===== src/design/lmc_pkg.sv =====
// Shared constants and item types for the LRU memo cache
`timescale 1ns / 1ps
`default_nettype none

package lmc_pkg;

  localparam int MAX_ENTRIES = 16;
  localparam int KEY_BITS    = 32;
  localparam int VALUE_BITS  = 32;

  localparam int RANK_W = $clog2(MAX_ENTRIES);
  localparam int OCC_W  = $clog2(MAX_ENTRIES + 1);

  // capacity register
  localparam int             CAP_W     = 5;
  localparam logic [CAP_W-1:0] CAP_RESET = 5'd16;

  // stream widths, whole bytes
  localparam int IN_TDATA_W  = ((KEY_BITS + VALUE_BITS + 7) / 8) * 8;
  localparam int OUT_TDATA_W = ((VALUE_BITS + KEY_BITS + 7) / 8) * 8;
  localparam int OUT_TUSER_W = 2;

  typedef struct packed {
    logic [KEY_BITS-1:0]   key;
    logic [VALUE_BITS-1:0] fill;
  } req_t;

  typedef struct packed {
    logic                  hit;
    logic [VALUE_BITS-1:0] value;
    logic                  evicted;
    logic [KEY_BITS-1:0]   evicted_key;
  } rsp_t;

endpackage

`default_nettype wire


===== src/design/lru_memo_cache_core.sv =====
// Top level of the LRU memo cache: input register, lookup, result register
//
//  channel | dir | handshake          | payload
//  in_     | in  | in_tvalid/tready   | tdata: lookup_key, fill_value
//  out_    | out | out_tvalid/tready  | tdata: result_value, evicted_key;
//          |     |                    | tuser: hit, evicted
//  cfg_    | in  | cfg_wr_en          | cfg_wr_data: capacity
//
// One item per cycle sustained while the output is not stalled; an accepted item
// moves from the input register into the result register, where out_tvalid rises.
// The tag compare and rank update over all entries sit between the input
// register and the result register. Reset clears all entries and sets
// capacity to 16. An output stall backs up into the input register, and
// in_tready drops only when both registers are full and out_tready is low.
`timescale 1ns / 1ps
`default_nettype none

module lru_memo_cache_core (
  input  wire logic                              clk,
  input  wire logic                              rst_n,
  // in channel
  input  wire logic                              in_tvalid,
  output logic                                   in_tready,
  input  wire logic [lmc_pkg::IN_TDATA_W-1:0]    in_tdata,   // lookup_key, fill_value
  // out channel
  output logic                                   out_tvalid,
  input  wire logic                              out_tready,
  output logic [lmc_pkg::OUT_TDATA_W-1:0]        out_tdata,  // result_value, evicted_key
  output logic [lmc_pkg::OUT_TUSER_W-1:0]        out_tuser,  // hit, evicted
  // configuration
  input  wire logic                              cfg_wr_en,
  input  wire logic [lmc_pkg::CAP_W-1:0]         cfg_wr_data // capacity
);

  logic          s1_vld_r;
  lmc_pkg::req_t s1_req_r;
  logic          out_vld_r;
  lmc_pkg::rsp_t out_rsp_r;
  lmc_pkg::rsp_t rsp;
  logic          s1_adv;
  logic          in_fire;

  assign s1_adv    = s1_vld_r && (!out_vld_r || out_tready);
  assign in_tready = !s1_vld_r || s1_adv;
  assign in_fire   = in_tvalid && in_tready;

  lmc_lookup u_lookup (
    .clk         (clk),
    .rst_n       (rst_n),
    .cfg_wr_en   (cfg_wr_en),
    .cfg_wr_data (cfg_wr_data),
    .req         (s1_req_r),
    .commit      (s1_adv),
    .rsp         (rsp)
  );

  // input register
  always_ff @(posedge clk) begin
    if (!rst_n) begin
      s1_vld_r <= 1'b0;
    end else if (in_fire) begin
      s1_vld_r <= 1'b1;
    end else if (s1_adv) begin
      s1_vld_r <= 1'b0;
    end
  end

  always_ff @(posedge clk) begin
    if (in_fire) begin
      s1_req_r.key  <= in_tdata[lmc_pkg::KEY_BITS-1:0];
      s1_req_r.fill <= in_tdata[lmc_pkg::KEY_BITS +: lmc_pkg::VALUE_BITS];
    end
  end

  // result register
  always_ff @(posedge clk) begin
    if (!rst_n) begin
      out_vld_r <= 1'b0;
    end else if (s1_adv) begin
      out_vld_r <= 1'b1;
    end else if (out_tready) begin
      out_vld_r <= 1'b0;
    end
  end

  always_ff @(posedge clk) begin
    if (s1_adv) begin
      out_rsp_r <= rsp;
    end
  end

  assign out_tvalid = out_vld_r;
  assign out_tdata  = lmc_pkg::OUT_TDATA_W'({out_rsp_r.evicted_key, out_rsp_r.value});
  assign out_tuser  = {out_rsp_r.evicted, out_rsp_r.hit};

endmodule

`default_nettype wire


===== src/design/lmc_lookup.sv =====
// Entry store, tag compare and recency update of the LRU memo cache
`timescale 1ns / 1ps
`default_nettype none

module lmc_lookup (
  input  wire logic                       clk,
  input  wire logic                       rst_n,
  input  wire logic                       cfg_wr_en,
  input  wire logic [lmc_pkg::CAP_W-1:0]  cfg_wr_data,
  input  wire lmc_pkg::req_t              req,
  input  wire logic                       commit,
  output lmc_pkg::rsp_t                   rsp
);

  localparam int N = lmc_pkg::MAX_ENTRIES;

  logic [lmc_pkg::KEY_BITS-1:0]   key_r   [N];
  logic [lmc_pkg::VALUE_BITS-1:0] value_r [N];
  logic [N-1:0]                   valid_r, valid_nxt;
  logic [lmc_pkg::RANK_W-1:0]     rank_r  [N];
  logic [lmc_pkg::RANK_W-1:0]     rank_nxt[N];
  logic [lmc_pkg::OCC_W-1:0]      occ_r, occ_nxt;
  logic [lmc_pkg::CAP_W-1:0]      cap_r;

  logic [lmc_pkg::OCC_W-1:0]      eff_cap;
  logic [lmc_pkg::RANK_W-1:0]     lru_rank;
  logic [lmc_pkg::RANK_W-1:0]     hit_rank;
  logic [N-1:0]                   hit_oh, victim_oh, free_oh, slot_oh;
  logic                           hit, evict;
  logic [lmc_pkg::VALUE_BITS-1:0] hit_value;
  logic [lmc_pkg::KEY_BITS-1:0]   victim_key;

  // clamp capacity to 1..MAX_ENTRIES
  always_comb begin
    if (cap_r == '0) begin
      eff_cap = lmc_pkg::OCC_W'(1);
    end else if (int'(cap_r) > N) begin
      eff_cap = lmc_pkg::OCC_W'(N);
    end else begin
      eff_cap = lmc_pkg::OCC_W'(cap_r);
    end
  end

  // ranks run 0..occ-1 without gaps, so the LRU entry holds rank occ-1
  assign lru_rank = lmc_pkg::RANK_W'(occ_r - lmc_pkg::OCC_W'(1));

  // parallel compare; keys are unique among valid entries, so one-hot
  always_comb begin
    for (int i = 0; i < N; i++) begin
      hit_oh[i]    = valid_r[i] && (key_r[i] == req.key);
      victim_oh[i] = valid_r[i] && (rank_r[i] == lru_rank);
    end
  end

  // lowest free slot
  assign free_oh = ~valid_r & (valid_r + N'(1));

  assign hit   = |hit_oh;
  assign evict = !hit && (occ_r >= eff_cap);
  assign slot_oh = evict ? victim_oh : free_oh;

  // one-hot read muxes
  always_comb begin
    hit_value  = '0;
    hit_rank   = '0;
    victim_key = '0;
    for (int i = 0; i < N; i++) begin
      if (hit_oh[i]) begin
        hit_value = hit_value | value_r[i];
        hit_rank  = hit_rank | rank_r[i];
      end
      if (victim_oh[i]) begin
        victim_key = victim_key | key_r[i];
      end
    end
  end

  // result of the item in the input register
  always_comb begin
    rsp.hit         = hit;
    rsp.value       = hit ? hit_value : req.fill;
    rsp.evicted     = evict;
    rsp.evicted_key = evict ? victim_key : '0;
  end

  // recency, valid and occupancy update
  always_comb begin
    valid_nxt = valid_r;
    occ_nxt   = occ_r;
    for (int i = 0; i < N; i++) begin
      rank_nxt[i] = rank_r[i];
    end
    if (hit) begin
      for (int i = 0; i < N; i++) begin
        if (hit_oh[i]) begin
          rank_nxt[i] = '0;
        end else if (valid_r[i] && (rank_r[i] < hit_rank)) begin
          rank_nxt[i] = rank_r[i] + lmc_pkg::RANK_W'(1);
        end
      end
    end else begin
      for (int i = 0; i < N; i++) begin
        if (slot_oh[i]) begin
          rank_nxt[i]  = '0;
          valid_nxt[i] = 1'b1;
        end else if (valid_r[i]) begin
          rank_nxt[i] = rank_r[i] + lmc_pkg::RANK_W'(1);
        end
      end
      if (!evict && (int'(occ_r) < N)) begin
        occ_nxt = occ_r + lmc_pkg::OCC_W'(1);
      end
    end
  end

  // control state
  always_ff @(posedge clk) begin
    if (!rst_n) begin
      valid_r <= '0;
      occ_r   <= '0;
      cap_r   <= lmc_pkg::CAP_RESET;
      for (int i = 0; i < N; i++) begin
        rank_r[i] <= '0;
      end
    end else begin
      if (cfg_wr_en) begin
        cap_r <= cfg_wr_data;
      end
      if (commit) begin
        valid_r <= valid_nxt;
        occ_r   <= occ_nxt;
        for (int i = 0; i < N; i++) begin
          rank_r[i] <= rank_nxt[i];
        end
      end
    end
  end

  // key and value store, written on a miss
  always_ff @(posedge clk) begin
    for (int i = 0; i < N; i++) begin
      if (commit && !hit && slot_oh[i]) begin
        key_r[i]   <= req.key;
        value_r[i] <= req.fill;
      end
    end
  end

endmodule

`default_nettype wire


===== config.mk =====
export PLATFORM = sky130hd
export DESIGN_NAME = lru_memo_cache_core
export DESIGN_NICKNAME = d
export VERILOG_FILES = /design/src/design/lmc_pkg.sv /design/src/design/lru_memo_cache_core.sv /design/src/design/lmc_lookup.sv
export SDC_FILE = /design/constraint.sdc
export NUM_CORES = 2
export LEC_CHECK = 0
export ABC_AREA = 1
export BUFFER_PORTS_ARGS = -buffer_cell sky130_fd_sc_hd__buf_2
export CELL_PAD_IN_SITES_DETAIL_PLACEMENT = 1
export CELL_PAD_IN_SITES_GLOBAL_PLACEMENT = 2
export CORE_UTILIZATION = 25
export DETAILED_ROUTE_END_ITERATION = 6
export PLACE_DENSITY_LB_ADDON = 0.1
export SLEW_MARGIN = 10
export SYNTH_ARGS = -nofsm -noshare
export SYNTH_HDL_FRONTEND = slang
export SYNTH_SLANG_ARGS = --single-unit

===== constraint.sdc =====
create_clock -name clk -period 8.2 [get_ports clk]
set_clock_uncertainty 0.05 [all_clocks]
set_input_delay 1.64 -clock clk [delete_from_list [all_inputs] [get_ports clk]]
set_output_delay 1.64 -clock clk [all_outputs]
set_load 0.1 [all_outputs]

==> flow_metrics.env <==
export IMPL_status="finished, final reports clean"
export IMPL_worst_pin_slew_ps=1240
export IMPL_vias_per_cell=5.20
export IMPL_postSynthAreaPerCell_um2=11.0
export IMPL_clock_fmax_ghz=0.156
export IMPL_critPathKind="reg -> reg"
export IMPL_powerDensity_nw_per_um2=228
export IMPL_leakage_nw=24.4
export IMPL_start_util_pct=25.2
export IMPL_pre_cts_slack_ps=2130
export IMPL_grt_max_degree=66
export IMPL_min_path_cells=2
export IMPL_critPathLaunchType="register"
export IMPL_io_pins=142
export IMPL_timing_slew_headroom_pct=16.9
export IMPL_placementRows=175
export IMPL_areaGrowthSynthToFinish_pct=17.9
export IMPL_antenna_found_initial=25
export IMPL_htreeDepth=4
export IMPL_grt_setup_unrepaired="false"
export IMPL_finalWorstSetupSlack_ps=1790
export IMPL_cts_setup_buffers=0
export IMPL_fin_setup_tns_ps=0
export IMPL_clockBufferDepth=3
export IMPL_die_x_um=481
export IMPL_place_gp_congestion=0.890
export IMPL_mostFrequentLayoutCell="edfxtp_1"
export IMPL_cts_root_buffer="clkbuf_16"
export IMPL_cts_resized=0
export IMPL_first_iter_violations=5149
export IMPL_reg2reg_from="s1_req_r[58]"
export IMPL_firstDrtPassIters=6
export IMPL_dpl_cell_area_um2=62200
export IMPL_cp_max_fo=65
export IMPL_synth_seq_area_share_pct=64.8
export IMPL_yosysTopAreaCellShare_pct=63.8
export IMPL_reg2reg_to="u_lookup.key_r[0][51]"
export IMPL_maxCapViolCount=0
export IMPL_grt_pass1_vias=44600
export IMPL_finalSetupViolations=0
export IMPL_syn_nets=5376
export IMPL_drt_wl_total_um=311000
export IMPL_numCtsBuffers=159
export IMPL_hold_class="reg -> reg"
export IMPL_yosysUniqueCellTypes=48
export IMPL_die_h_um=481
export IMPL_post_place_cells=8309
export IMPL_drc=0
export IMPL_netlist_instances=5231
export IMPL_wl_per_cell_um=36.1
export IMPL_clock_latency_ps=870
export IMPL_drive_gt1_share_pct=11.0
export IMPL_rr_worst_depth=16
export IMPL_grt_pass1_wl_um=413000
export IMPL_hold_viol=0
export IMPL_nNetsFinal=5606
export IMPL_layout_cells_most_common_list="edfxtp_1, nand2_1, inv_1"
export IMPL_clock_sinks=1246
export IMPL_synth_area_top_cells="edfxtp_1, nand2_1, inv_1"
export IMPL_fin_crit_sh_pct=78.2
export IMPL_cp_data_required_time_ps=8520
export IMPL_die_area_um2=231000
export IMPL_min_to="u_lookup.occ_r[4]"
export IMPL_fin_cells=8607
export IMPL_coreArea_um2=228000
export IMPL_portBuffers=141
export IMPL_num_vias=44800
export IMPL_overflow=0
export IMPL_postRouteAntennaNets=0
export IMPL_dp_hpwl_um=205000
export IMPL_ys_ff_latch=1246
export IMPL_holdCritStartpoint="u_lookup.occ_r[4]"
export IMPL_grt_use_total_pct=26.5
export IMPL_setup_worst_path_end_class="register"
export IMPL_slew_violations=0
export IMPL_cts_hold_fix_buffers=0
export IMPL_yosysWarnings=0
export IMPL_cp_arrival_ps=6720
export IMPL_path_clk_slew_ps=60
export IMPL_fin_crit_ps=6410
export IMPL_irDropWorstVdd_v=0.000170
export IMPL_syn_area_um2=57300
export IMPL_reg2reg_slack_ps=1790
export IMPL_cts_tree="done"
export IMPL_stdcell_area_um2=67600
export IMPL_yosysTopAreaCell="edfxtp_1"
## sequential cells by signal (all words and copies together) (netlist names), 5 cells and up
| signal | flops |
|---|---|
| u_lookup.key_r | 512 |
| u_lookup.value_r | 512 |
| out_tdata | 64 |
| s1_req_r | 64 |
| u_lookup.rank_r | 64 |
| u_lookup.valid_r | 16 |
| u_lookup.cap_r | 5 |
| u_lookup.occ_r | 5 |
## per-layer routing
metal	part of all wire (%)	track usage [%]
met5	0.088	0
met2	44	41.0
met1	47	38.3
met4	2.8	7.42
met3	5.9	3.86
## synthesized netlist by cell type (all sizes together)
library cell and count:
edfxtp 1218, nand2 1146, inv 546, nor2 516
o21ai 313, nand3 186, o22ai 143, a21oi 141
buf 131, a22o 127, xnor2 103, a32o 88
nand4 86, clkbuf 85, ha 71, a221oi 59
xor2 59, nor3 34, nor4 33, dfxtp 28
a31oi 25, a211oi 23, a21boi 14, o221ai 11
a41oi 8, nand3b 8, o211ai 6, clkinv 5
o2111ai 5, and2 4, o21a 3, or2 2
a21o 1, and3 1, nor3b 1, or4 1
## cell type report
cell class / count / area, µm²
Antenna cell: 5 / 12.5
Clock buffer: 199 / 4160
Clock inverter: 94 / 1220
Fill cell: 25100 / 160000
Inverter: 551 / 2080
Multi-Input combinational cell: 3218 / 17200
Sequential cell: 1246 / 37100
Tap cell: 3009 / 3760
Timing Repair Buffer: 285 / 1970
## critical path, stage by stage (launching register included)
cell and delay [ps]:
edfxtp_1 370, buf_4 230, xnor2_1 830, nand2_1 250, nor2_1 510, nand3b_1 370, nor2_4 690, nor2_1 90
nand2_1 130, nor2_2 60, buf_4 220, nand3_4 490, buf_4 590, inv_1 120, nand2_1 190, a21oi_4 90
buf_12 180
## how the worst max path moves through the flow
stage	start	slack [ps]	to	cells past startpoint
2_1_floorplan	out_tready	920	u_lookup.key_r[0][32]	6
3_3_place_gp	s1_req_r[47]	2030	u_lookup.value_r[1][92]	18
3_5_place_dp	s1_req_r[47]	2130	u_lookup.value_r[1][93]	18
4_1_cts	s1_req_r[47]	2040	u_lookup.key_r[0][104]	18
5_1_grt	s1_req_r[47]	1870	u_lookup.value_r[1][87]	18
6_report	s1_req_r[58]	1790	u_lookup.key_r[0][51]	16
## kinds of logic after synthesis
kind of cell               after synthesis  share of synthesized area, %
adders and majority gates               71                          1.55
DFF                                   1246                          64.8
buffers and inverters                  767                          5.47
and+or+nand+nor                       2018                          14.6
AOI/OAI and AO/OA                      967                          11.2
xor gates and xnor gates               162                          2.47
## power by group
group / switching, mW / total [mW] / internal (mW)
Sequential: 0.132 / 7.23 / 7.09
Combinational: 0.684 / 0.875 / 0.191
Clock: 3.10 / 7.34 / 4.24
## per-stage QoR
step	hold slack, ps	power, mW	utilization [%]
after floorplan	397	7.80	-
after global placement	423	8.23	27.3
after detailed placement	429	8.23	27.3
after CTS	435	15.6	29.7
after global routing	462	15.9	29.7
final	427	15.4	29.7
Power figures use the tool's default switching activity.
